[src/rtl/core/ille_pkg.sv]
// Package with types and constants of the indexed linked list engine.
`default_nettype none

package ille_pkg;

    localparam int SLOTS_DEF = 16;
    localparam int VAL_W     = 32;
    localparam int FUNC_W    = 3;

    typedef enum logic [FUNC_W-1:0] {
        FN_HEAD_INS = 3'd0,
        FN_TAIL_INS = 3'd1,
        FN_SORT_INS = 3'd2,
        FN_HEAD_RM  = 3'd3,
        FN_TAIL_RM  = 3'd4,
        FN_MATCH_RM = 3'd5,
        FN_SEARCH   = 3'd6
    } t_func;

    typedef struct packed {
        logic [FUNC_W-1:0]       func;
        logic signed [VAL_W-1:0] operand_value;
    } t_in;

    typedef struct packed {
        logic                    ok;
        logic signed [VAL_W-1:0] removed_value;
    } t_out;

    typedef enum logic [3:0] {
        DP_NOP,
        DP_CLEAR,
        DP_LOAD,
        DP_RD_FREE,
        DP_HEAD_PUSH,
        DP_POP_FREE,
        DP_RD_CUR,
        DP_STEP,
        DP_INS_SLOT,
        DP_INS_LINK,
        DP_HEAD_POP,
        DP_TAIL_HIT,
        DP_MATCH_HIT,
        DP_REL_SLOT,
        DP_REL_LINK
    } t_dp_op;

    typedef struct packed {
        logic                    clr_last;
        logic                    free_null;
        logic                    cur_null;
        logic                    prev_null;
        logic                    link_null;
        logic                    val_less;
        logic                    val_equal;
        logic signed [VAL_W-1:0] removed;
    } t_dp_status;

endpackage

`default_nettype wire

[src/rtl/core/ille_dp.sv]
// Datapath of the indexed linked list engine: slot memories and list pointers.
`default_nettype none

module ille_dp #(
    parameter int SLOTS = ille_pkg::SLOTS_DEF
) (
    input  wire logic                              i_clk,
    input  wire logic                              i_rst_n,
    input  ille_pkg::t_dp_op                       i_cmd,
    input  wire logic signed [ille_pkg::VAL_W-1:0] i_value,
    output ille_pkg::t_dp_status                   o_status
);
    import ille_pkg::*;

    localparam int PW = $clog2(SLOTS + 1);
    localparam int IW = (SLOTS > 1) ? $clog2(SLOTS) : 1;
    localparam logic [PW-1:0] NULL_P = PW'(SLOTS);

    logic [PW-1:0]          links [SLOTS];
    logic signed [VAL_W-1:0] values [SLOTS];

    logic [PW-1:0]           r_list_head;
    logic [PW-1:0]           r_free_head;
    logic [IW-1:0]           r_clr;
    logic [PW-1:0]           r_prev;
    logic [PW-1:0]           r_cur;
    logic [PW-1:0]           r_m;
    logic [PW-1:0]           r_nxt;
    logic signed [VAL_W-1:0] r_val;
    logic signed [VAL_W-1:0] r_removed;
    logic [PW-1:0]           r_link_q;
    logic signed [VAL_W-1:0] r_value_q;

    logic                    rd_en;
    logic [PW-1:0]           rd_ptr;
    logic                    lk_we;
    logic [PW-1:0]           lk_wptr;
    logic [PW-1:0]           lk_wdata;
    logic                    vl_we;

    logic                    cur_null;
    logic                    prev_null;
    logic                    link_null;

    assign cur_null  = (r_cur >= NULL_P);
    assign prev_null = (r_prev >= NULL_P);
    assign link_null = (r_link_q >= NULL_P);

    always_comb begin
        rd_en    = 1'b0;
        rd_ptr   = r_cur;
        lk_we    = 1'b0;
        lk_wptr  = r_cur;
        lk_wdata = r_free_head;
        vl_we    = 1'b0;
        unique case (i_cmd)
            DP_CLEAR: begin
                lk_we    = 1'b1;
                lk_wptr  = PW'(r_clr);
                lk_wdata = PW'(r_clr) + PW'(1);
            end
            DP_RD_FREE: begin
                rd_en  = 1'b1;
                rd_ptr = r_free_head;
            end
            DP_HEAD_PUSH: begin
                lk_we    = 1'b1;
                lk_wptr  = r_m;
                lk_wdata = r_list_head;
                vl_we    = 1'b1;
            end
            DP_POP_FREE, DP_RD_CUR: begin
                rd_en = !cur_null;
            end
            DP_STEP: begin
                rd_en  = !link_null;
                rd_ptr = r_link_q;
            end
            DP_INS_SLOT: begin
                lk_we    = 1'b1;
                lk_wptr  = r_m;
                lk_wdata = r_cur;
                vl_we    = 1'b1;
            end
            DP_INS_LINK: begin
                lk_we    = 1'b1;
                lk_wptr  = r_prev;
                lk_wdata = r_m;
            end
            DP_HEAD_POP, DP_REL_SLOT: begin
                lk_we = 1'b1;
            end
            DP_REL_LINK: begin
                lk_we    = 1'b1;
                lk_wptr  = r_prev;
                lk_wdata = r_nxt;
            end
            default: begin
            end
        endcase
    end

    always_ff @(posedge i_clk) begin
        if (rd_en) begin
            r_link_q  <= links[rd_ptr[IW-1:0]];
            r_value_q <= values[rd_ptr[IW-1:0]];
        end
        if (lk_we) begin
            links[lk_wptr[IW-1:0]] <= lk_wdata;
        end
        if (vl_we) begin
            values[r_m[IW-1:0]] <= r_val;
        end
    end

    always_ff @(posedge i_clk) begin
        if (!i_rst_n) begin
            r_list_head <= NULL_P;
            r_free_head <= '0;
            r_clr       <= '0;
        end else begin
            unique case (i_cmd)
                DP_CLEAR: begin
                    r_clr <= r_clr + IW'(1);
                end
                DP_HEAD_PUSH: begin
                    r_free_head <= r_link_q;
                    r_list_head <= r_m;
                end
                DP_POP_FREE: begin
                    r_free_head <= r_link_q;
                end
                DP_INS_SLOT: begin
                    if (prev_null) begin
                        r_list_head <= r_m;
                    end
                end
                DP_HEAD_POP: begin
                    r_list_head <= r_link_q;
                    r_free_head <= r_cur;
                end
                DP_REL_SLOT: begin
                    r_free_head <= r_cur;
                    if (prev_null) begin
                        r_list_head <= r_nxt;
                    end
                end
                default: begin
                end
            endcase
        end
    end

    always_ff @(posedge i_clk) begin
        unique case (i_cmd)
            DP_LOAD: begin
                r_val     <= i_value;
                r_prev    <= NULL_P;
                r_cur     <= r_list_head;
                r_removed <= '0;
            end
            DP_RD_FREE: begin
                r_m <= r_free_head;
            end
            DP_STEP: begin
                r_prev <= r_cur;
                r_cur  <= r_link_q;
            end
            DP_HEAD_POP: begin
                r_removed <= r_value_q;
            end
            DP_TAIL_HIT: begin
                r_removed <= r_value_q;
                r_nxt     <= r_link_q;
            end
            DP_MATCH_HIT: begin
                r_nxt <= r_link_q;
            end
            default: begin
            end
        endcase
    end

    assign o_status.clr_last  = (r_clr == IW'(SLOTS - 1));
    assign o_status.free_null = (r_free_head >= NULL_P);
    assign o_status.cur_null  = cur_null;
    assign o_status.prev_null = prev_null;
    assign o_status.link_null = link_null;
    assign o_status.val_less  = (r_value_q < r_val);
    assign o_status.val_equal = (r_value_q == r_val);
    assign o_status.removed   = r_removed;

endmodule

`default_nettype wire

[src/rtl/core/ille_ctrl.sv]
// Controller of the indexed linked list engine: operation sequencer and result register.
`default_nettype none

module ille_ctrl (
    input  wire logic            i_clk,
    input  wire logic            i_rst_n,
    input  wire logic            i_in_valid,
    output logic                 o_in_ready,
    input  ille_pkg::t_in        i_in,
    output logic                 o_out_valid,
    input  wire logic            i_out_ready,
    output ille_pkg::t_out       o_out,
    output ille_pkg::t_dp_op     o_cmd,
    input  ille_pkg::t_dp_status i_status
);
    import ille_pkg::*;

    typedef enum logic [3:0] {
        ST_CLEAR,
        ST_IDLE,
        ST_START,
        ST_POP,
        ST_HEAD_PUSH,
        ST_HEAD_POP,
        ST_WALK,
        ST_INS_SLOT,
        ST_INS_LINK,
        ST_REL_SLOT,
        ST_REL_LINK,
        ST_DONE
    } t_state;

    t_state r_state;
    t_state n_state;
    t_func  r_func;
    logic   r_ok;
    logic   n_ok;
    logic   r_out_valid;
    t_out   r_out;
    logic   out_free;
    logic   is_insert;
    logic   walk_cont;

    assign out_free  = !r_out_valid || i_out_ready;
    assign is_insert = (r_func == FN_TAIL_INS) || (r_func == FN_SORT_INS);
    assign walk_cont = (r_func == FN_TAIL_INS) || i_status.val_less;

    always_comb begin
        n_state = r_state;
        n_ok    = r_ok;
        o_cmd   = DP_NOP;
        unique case (r_state)
            ST_CLEAR: begin
                o_cmd = DP_CLEAR;
                if (i_status.clr_last) begin
                    n_state = ST_IDLE;
                end
            end
            ST_IDLE: begin
                if (i_in_valid) begin
                    o_cmd   = DP_LOAD;
                    n_ok    = 1'b0;
                    n_state = ST_START;
                end
            end
            ST_START: begin
                unique case (r_func)
                    FN_HEAD_INS, FN_TAIL_INS, FN_SORT_INS: begin
                        if (i_status.free_null) begin
                            n_state = ST_DONE;
                        end else begin
                            o_cmd   = DP_RD_FREE;
                            n_state = (r_func == FN_HEAD_INS) ? ST_HEAD_PUSH : ST_POP;
                        end
                    end
                    FN_HEAD_RM: begin
                        if (i_status.cur_null) begin
                            n_state = ST_DONE;
                        end else begin
                            o_cmd   = DP_RD_CUR;
                            n_state = ST_HEAD_POP;
                        end
                    end
                    FN_TAIL_RM, FN_MATCH_RM, FN_SEARCH: begin
                        if (i_status.cur_null) begin
                            n_state = ST_DONE;
                        end else begin
                            o_cmd   = DP_RD_CUR;
                            n_state = ST_WALK;
                        end
                    end
                    default: begin
                        n_state = ST_DONE;
                    end
                endcase
            end
            ST_POP: begin
                o_cmd   = DP_POP_FREE;
                n_state = i_status.cur_null ? ST_INS_SLOT : ST_WALK;
            end
            ST_HEAD_PUSH: begin
                o_cmd   = DP_HEAD_PUSH;
                n_ok    = 1'b1;
                n_state = ST_DONE;
            end
            ST_HEAD_POP: begin
                o_cmd   = DP_HEAD_POP;
                n_ok    = 1'b1;
                n_state = ST_DONE;
            end
            ST_WALK: begin
                if (is_insert) begin
                    if (!walk_cont) begin
                        n_state = ST_INS_SLOT;
                    end else begin
                        o_cmd = DP_STEP;
                        if (i_status.link_null) begin
                            n_state = ST_INS_SLOT;
                        end
                    end
                end else if (r_func == FN_TAIL_RM) begin
                    if (i_status.link_null) begin
                        o_cmd   = DP_TAIL_HIT;
                        n_state = ST_REL_SLOT;
                    end else begin
                        o_cmd = DP_STEP;
                    end
                end else if (i_status.val_equal) begin
                    if (r_func == FN_MATCH_RM) begin
                        o_cmd   = DP_MATCH_HIT;
                        n_state = ST_REL_SLOT;
                    end else begin
                        n_ok    = 1'b1;
                        n_state = ST_DONE;
                    end
                end else if (i_status.link_null) begin
                    n_state = ST_DONE;
                end else begin
                    o_cmd = DP_STEP;
                end
            end
            ST_INS_SLOT: begin
                o_cmd = DP_INS_SLOT;
                if (i_status.prev_null) begin
                    n_ok    = 1'b1;
                    n_state = ST_DONE;
                end else begin
                    n_state = ST_INS_LINK;
                end
            end
            ST_INS_LINK: begin
                o_cmd   = DP_INS_LINK;
                n_ok    = 1'b1;
                n_state = ST_DONE;
            end
            ST_REL_SLOT: begin
                o_cmd = DP_REL_SLOT;
                if (i_status.prev_null) begin
                    n_ok    = 1'b1;
                    n_state = ST_DONE;
                end else begin
                    n_state = ST_REL_LINK;
                end
            end
            ST_REL_LINK: begin
                o_cmd   = DP_REL_LINK;
                n_ok    = 1'b1;
                n_state = ST_DONE;
            end
            ST_DONE: begin
                if (out_free) begin
                    n_state = ST_IDLE;
                end
            end
            default: begin
                n_state = ST_IDLE;
            end
        endcase
    end

    always_ff @(posedge i_clk) begin
        if (!i_rst_n) begin
            r_state     <= ST_CLEAR;
            r_ok        <= 1'b0;
            r_out_valid <= 1'b0;
            r_func      <= FN_HEAD_INS;
        end else begin
            r_state <= n_state;
            r_ok    <= n_ok;
            if (r_state == ST_IDLE && i_in_valid) begin
                r_func <= t_func'(i_in.func);
            end
            if (r_state == ST_DONE && out_free) begin
                r_out_valid <= 1'b1;
            end else if (i_out_ready) begin
                r_out_valid <= 1'b0;
            end
        end
    end

    always_ff @(posedge i_clk) begin
        if (r_state == ST_DONE && out_free) begin
            r_out.ok            <= r_ok;
            r_out.removed_value <= i_status.removed;
        end
    end

    assign o_in_ready  = (r_state == ST_IDLE);
    assign o_out_valid = r_out_valid;
    assign o_out       = r_out;

endmodule

`default_nettype wire

[src/rtl/core/indexed_linked_list_engine.sv]
// Top level of the indexed linked list engine.
// The list lives in SLOTS value/link slots with a free list chained through the same links;
// after reset the engine builds the free chain before it accepts a transaction. Head
// insert and head remove work at the head of the list. Tail insert, sorted insert, tail remove,
// remove match and search walk the list one link per cycle through the single read port of
// the slot memory. One transaction is in flight at a time; the next one is accepted while
// the previous result waits.
`default_nettype none

module indexed_linked_list_engine #(
    parameter int SLOTS = ille_pkg::SLOTS_DEF
) (
    input  wire logic      i_clk,
    input  wire logic      i_rst_n,
    input  wire logic      i_in_valid,
    output logic           o_in_ready,
    input  ille_pkg::t_in  i_in,
    output logic           o_out_valid,
    input  wire logic      i_out_ready,
    output ille_pkg::t_out o_out
);
    import ille_pkg::*;

    t_dp_op     cmd;
    t_dp_status status;

    ille_ctrl u_ctrl (
        .i_clk       (i_clk),
        .i_rst_n     (i_rst_n),
        .i_in_valid  (i_in_valid),
        .o_in_ready  (o_in_ready),
        .i_in        (i_in),
        .o_out_valid (o_out_valid),
        .i_out_ready (i_out_ready),
        .o_out       (o_out),
        .o_cmd       (cmd),
        .i_status    (status)
    );

    ille_dp #(
        .SLOTS (SLOTS)
    ) u_dp (
        .i_clk    (i_clk),
        .i_rst_n  (i_rst_n),
        .i_cmd    (cmd),
        .i_value  (i_in.operand_value),
        .o_status (status)
    );

endmodule

`default_nettype wire

[config.mk]
export PLATFORM = sky130hd
export DESIGN_NAME = indexed_linked_list_engine
export DESIGN_NICKNAME = d
export VERILOG_FILES = /design/src/rtl/core/ille_pkg.sv /design/src/rtl/core/ille_dp.sv /design/src/rtl/core/ille_ctrl.sv /design/src/rtl/core/indexed_linked_list_engine.sv
export SDC_FILE = /design/constraint.sdc
export NUM_CORES = 1
export LEC_CHECK = 0
export ABC_AREA = 0
export BUFFER_PORTS_ARGS = -buffer_cell sky130_fd_sc_hd__buf_2
export CELL_PAD_IN_SITES_DETAIL_PLACEMENT = 0
export CELL_PAD_IN_SITES_GLOBAL_PLACEMENT = 1
export CORE_AREA = 2 2 287 218
export DETAILED_ROUTE_END_ITERATION = 7
export DIE_AREA = 0 0 289 220
export MAX_ROUTING_LAYER = met4
export PLACE_DENSITY_LB_ADDON = 0.1
export SLEW_MARGIN = 25
export SYNTH_ARGS = -nofsm -noshare
export SYNTH_HDL_FRONTEND = slang
export SYNTH_HIERARCHICAL = 1
export SYNTH_SLANG_ARGS = --single-unit
export TNS_END_PERCENT = 50
[constraint.sdc]
create_clock -name i_clk -period 7.4 [get_ports i_clk]
set_clock_uncertainty 0.15 [all_clocks]
set_input_delay 1.48 -clock i_clk [delete_from_list [all_inputs] [get_ports i_clk]]
set_output_delay 1.48 -clock i_clk [all_outputs]
set_load 0.05 [all_outputs]
# Yosys cells after proc, flatten, opt, wreduce, memory -nomap -nowiden
# Memories as Yosys holds them, arrays and structs flattened. A register that Yosys moved wholly into a read port is not among the register bits.
# Index checks and enable logic that the tools add are counted.
[word_totals] out_inout_bits=35 memories=2 ram_bits=592 inputBits=39 regBits=140 word_cells=160
[mem_list] name="u_dp.values" words=16 word_bits=32 rd=1 rd_clocked_by_memory_dff=1 write_ports=1 line_no="ille_dp.sv:20" text="logic signed [VAL_W-1:0] values [SLOTS];"
[mem_list] name="u_dp.links" words=16 word_bits=5 rd=1 rd_clocked_by_memory_dff=1 write_ports=1 line_no="ille_dp.sv:19" text="logic [PW-1:0] links [SLOTS];"
[classes] eq_ne=46 n_reduce_logical=32 mux=58 n_lt_le_gt_ge=5 addsub=2
[op_table] operator="$mux 4" n=18
[op_table] operator="$pmux 32 s2" n=1
[op_table] operator="$eq 4x4->1 const B" n=12
[op_table] operator="$pmux 4 s11" n=1
[op_table] operator="$pmux 4 s9" n=1
[op_table] operator="$eq 32x32->1" n=1
[op_table] operator="$eq 4x3->1 const B" n=8
[op_table] operator="$lt 32x32->1" n=1
[op_table] operator="$pmux 5 s2" n=3
[op_table] operator="$pmux 5 s5" n=1
[op_table] operator="$pmux 4 s3" n=2
[op_table] operator="$ge 5x5->1 const B" n=4
[op_table] operator="$pmux 5 s4" n=1
[op_table] operator="$eq 4x2->1 const B" n=4
[op_table] operator="$mux 1" n=16
[op_table] operator="$pmux 4 s2" n=2
[op_table] operator="$reduce_or 2->1" n=8
[op_table] operator="$mux 3" n=4
[op_table] operator="$ne 2x2->1 const B" n=6
[op_table] operator="$mux 5" n=2
[op_table] operator="$eq 3x3->1 const B" n=3
[op_table] operator="$eq 4x1->1 const B" n=2
[op_table] operator="$mux 2" n=4
[op_table] operator="$ne 2x1->1 const B" n=4
[op_table] operator="other kinds (21)" n=34

# Longest topological paths before layout
[logic_depth] depth_word=11 ltp_mapped=23 mapped_depth_nobuf=18

# Hierarchy
# The synthesis kept the hierarchy.
[by_module_without_submodules] module="ille_dp" cells_per_inst=1922 instances=1 area_per_inst_um2=29803.6 seq_area_each_um2=21690.8
[by_module_without_submodules] module="ille_ctrl" cells_per_inst=175 instances=1 area_per_inst_um2=2072.0 seq_area_each_um2=1171.1

# Least setup slack after synthesis
# OpenSTA, ideal clock, no wires.
[synth_timing] kind="register to register" from="register u_dp.r_val[30]" to="memory u_dp.values[0][0], enable pin" arrival_ns=6.140 n_path_buf=0 setup_slack_ns=0.649 synth_period_minus_slack_ns=6.751 setup_ns=0.461 stages_incl_launch_ff=16 t_required_ns=6.789 cell_sequence="edfxtp_1 inv_1 ha_1 nand2_1 nor4_1 nand4_1 nor4_1 inv_1 a2111oi_4 o21a_1 o21ai_1 a21oi_1 nor2b_1 o21ai_0 or3_1 nor3_1"
[synth_lines] element="from (decl)" line_no="ille_dp.sv:29" text="logic signed [VAL_W-1:0] r_val;"
[synth_lines] element="from (signal assigned)" line_no="ille_dp.sv:157" text="r_val <= i_value;"
[synth_lines] element="to (decl)" line_no="ille_dp.sv:20"

==> impl_metrics.yaml <==
critical_path:
  critical_path.top_delay_family: "simple AND/OR/NAND/NOR gates"
  rr_startpoint: "u_dp/r_val[29]$_DFFE_PP_"
  path_max_fanout: 18
  crit_required_ns: 7.52
  crit_path_max_incr_delay_ns: 0.69
  timing.critical_path.to_type: "flop"
  sequence_of_cells_on_the_critical_path: "inv_1, ha_1, nand2_1, nor4_2, nand4_1, buf_4, nor4_1, buf_4, inv_1, a2111oi_4, o21a_1, o21ai_1, a21oi_2, buf_4, nor3b_1, nand2_1, a21o_1, a31oi_1, nand2_1, nor2_1"
  worst-r2r-cell-count: 20
  criticalPathCategory: "reg2reg"
  crit_arrival_ns: 6.79
  master_of_the_slowest_instance_on_the_critical_path: "edfxtp_1"
  startpoint_type_of_the_worst_setup_path: "flop"
  worstPathBufferInverterCount: 5
  worst-r2r-setup-slack_ns: 0.73
  timing.rr.end: "u_dp/links[13][1]$_DFFE_PP_"
placement:
  number_of_buffers_added_on_ports: 73
  gp_routability_congestion: 0.880
  hpwlAfterDp_um: 49400
power:
  part_of_the_total_power_dissipated_in_sequential_elements_pct: 56.1
  ir_worst_vdd_mv: 0.212
  p_per_area_nw_per_um2: 234
  switchingPower_mw: 1.69
  pwr-share-comb_pct: 0.7
  clock_power_share_pct: 43.2
  swShare_pct: 20.0
  power_leakage_nw: 12.3
  p_int_mw: 6.75
detailed_routing:
  routedWlPerCell_um: 28.7
  first_pass_iters: 6
  drc: 0
  via_count: 19600
  drt_wl_total_um: 87800
  initialDrtViolationCount: 2350
  vias_per_cell: 6.39
  route.antenna.remaining_nets: 0
timing:
  fmax_mhz: 150
  relative_slew_slack_pct: 25.1
  final_min_period_over_clock_period_pct: 90.1
  rsz0062_at_grt: "no"
  timing_hold_violations_final: 0
  timing_max_transition_violations_final: 0
  setup_viol: 0
  worst_pin_slew_ns: 1.12
  clock_period_minus_final_worst_setup_slack_ns: 6.67
  final.setup.tns_ns: 0
floorplanning:
  die_h_um: 220
  core-area_um2: 61100
  die_area_um2: 63600
  row_count: 79
  initial_utilization_pct: 52.2
  chipWidth_um: 289
  io-pin-count: 74
clocking:
  clk_root_buffer_cell: "clkbuf_16"
  cts.path.max_buffers: 3
  tritoncts_clock_tree: "built"
  sink_count_of_the_clock_tree: 769
  cts.htree.levels: 3
  cts_buffers: 76
  post_cts_hold_buffer_count: 0
  clk_latency_ns: 0.63
  clk_transition_reported_paths_ns: 0.06
logic_synthesis:
  post_synthesis_area_per_instance_um2: 15.2
  synth.cells.most_frequent: "edfxtp_1, nand2_1, a211oi_1"
  synth-edff-count: 746
  synth_top_cells_by_area: "edfxtp_1, mux4_2, a211oi_1, nand2_1, dfxtp_1"
  synth-async-reset-ratio_pct: 0
  ys_ff_latch: 769
  yosys.area.top_type_share_pct: 70.3
  syn_area_um2: 31900
  net_count_synth: 2169
  synth_top_area_cell: "edfxtp_1"
  yosysWarnings: 6
  synth-seq-area-share_pct: 71.7
  ys_types: 75
  synth_top_flop_cell: "edfxtp_1"
  cell_with_the_most_instances_after_synthesis: "edfxtp_1"
  netlist_instances: 2097
grt:
  maximum_number_of_pins_on_one_net_before_global_route_repair: 111
  grt_busiest_layer: "met2"
  grt-ovfl-total: 0
  grt_use_met2_pct: 41.8
  number_of_antenna_violations_at_the_first_check_in_global_routing: 1
  global_route.usage.met1_pct: 41.4
  first_global_vias: 18900
  use_met3_pct: 6.07
  grt_first_pass_wirelength_um: 127000
  track_usage_pct: 28.7
final_layout:
  final_layout_size_suffix_gt1_share_pct: 16.2
  number_of_antenna_cells_inserted: 0
  finalNetCount: 2263
  final_core_utilization_pct: 59.1
  layout.area.seq_um2: 22900
  fillers: 4659
  flow.area_growth_from_synthesis_pct: 13.2
  multiInputGateArea_um2: 8410
job:
  maxCapViolations: 0
worst_hold_path:
  whs_path_depth: 0
  holdPathEnd: "u_ctrl/o_out[30]$_DFFE_PP_"
  timing.hold.worst.class: "reg2reg"
  hold_start: "u_dp/r_removed[30]$_SDFFCE_PN0P_"
outcome:
  status: "complete, no violations"
==> worst max-delay path by stage <==
| stage | endpoint | cells after the start | start | slack, ns |
|---|---|---|---|---|
| after global placement | u_dp/r_value_q[25]$_DFFE_PP_ | 18 | u_dp/r_val[22]$_DFFE_PP_ | 0.47 |
| after detailed placement | u_dp/links[12][2]$_DFFE_PP_ | 20 | u_dp/r_val[22]$_DFFE_PP_ | 0.47 |
| after global routing | u_dp/links[15][2]$_DFFE_PP_ | 20 | u_dp/r_val[29]$_DFFE_PP_ | 0.27 |
| after floorplan | u_dp/values[0][0]$_DFFE_PP_ | 15 | u_dp/r_val[30]$_DFFE_PP_ | 0.65 |
| after CTS | u_dp/links[12][2]$_DFFE_PP_ | 20 | u_dp/r_val[22]$_DFFE_PP_ | 0.43 |
| final | u_dp/links[13][1]$_DFFE_PP_ | 20 | u_dp/r_val[29]$_DFFE_PP_ | 0.73 |
==> layer usage <==
layer	routed length, um	vias to the layer above	part of all wire, %
met3	7690	137	8.8
met2	39600	881	45
met5	0	-	0
met4	1800	0	2.0
li1	-	8524	-
met1	38600	10000	44
==> metrics by stage <==
step                hold slack [ns]  instance area (um2)  std cells  worst slack [ns]  total power, mW
CTS                           0.269                36100       3061             0.435             8.49
floorplan                     0.250                31900       2097             0.649             4.85
global placement              0.251                33800       2923             0.468             4.88
global route                  0.279                36100       3061             0.271             8.67
detailed placement            0.255                33800       2923             0.470             4.88
finish                        0.265                36100       3061             0.732             8.44
==> power by group through the flow <==
stage	combinational, mW	sequential (mW)	clock (mW)
floorplan	0.0278	4.82	0
global placement	0.0561	4.82	0
detailed placement	0.0570	4.83	0
CTS	0.0574	4.73	3.71
global route	0.0628	4.73	3.88
finish	0.0578	4.73	3.65
==> what timing repair did <==
item	4_1_cts	5_1_grt
gates resized for setup	0	1
buffers inserted	0	0
setup endpoints to repair	0	4
==> placed cells by master (no fill, tap or decap), types with 40 or more instances in the layout <==
| master | instances |
|---|---|
| inv_1 | 49 |
| a211oi_1 | 111 |
| a21oi_1 | 61 |
| buf_4 | 68 |
| nand2_1 | 127 |
| a22oi_1 | 45 |
| edfxtp_1 | 746 |
| nor2_1 | 83 |
| clkbuf_16 | 76 |
| o211ai_1 | 40 |
| nand4_1 | 42 |
| and2_1 | 42 |
| o21ai_0 | 50 |
| a21boi_0 | 43 |
| a21o_1 | 47 |
| buf_2 | 73 |
==> registers in the layout, summed over array words and instances, names as in the netlist, 4 cells and up <==
name              count
u_ctrl/o_out         33
u_ctrl/r_state        4
u_dp/links           80
u_dp/r_clr            4
u_dp/r_cur            5
u_dp/r_free_head      5
u_dp/r_link_q         5
u_dp/r_list_head      5
u_dp/r_m              5
u_dp/r_nxt            5
u_dp/r_prev           5
u_dp/r_removed       32
u_dp/r_val           32
u_dp/r_value_q       32
u_dp/values         512
==> cell families (layout without fill, tap and decap cells) <==
| family | count (synthesis) | count (layout) | synth area share (%) |
|---|---|---|---|
| simple gates | 478 | 478 | 7.82 |
| xor+xnor | 10 | 10 | 0.275 |
| compound gates | 552 | 552 | 12.8 |
| buf+inv | 197 | 351 | 2.72 |
| mux | 58 | 58 | 3.36 |
| fa+ha+maj | 33 | 33 | 1.30 |
| flops | 769 | 769 | 71.7 |
==> layout make-up <==
cell class / count / share of cell area, %
timing repair buffer: 162 / 3.59
multi-input combinational: 1131 / 23.3
sequential: 769 / 63.4
tap: 810 / 2.81
inverter: 51 / 0.544
clock buffer: 97 / 5.54
clock inverter: 41 / 0.860
No activity file was read; power rests on OpenSTA's default activity.
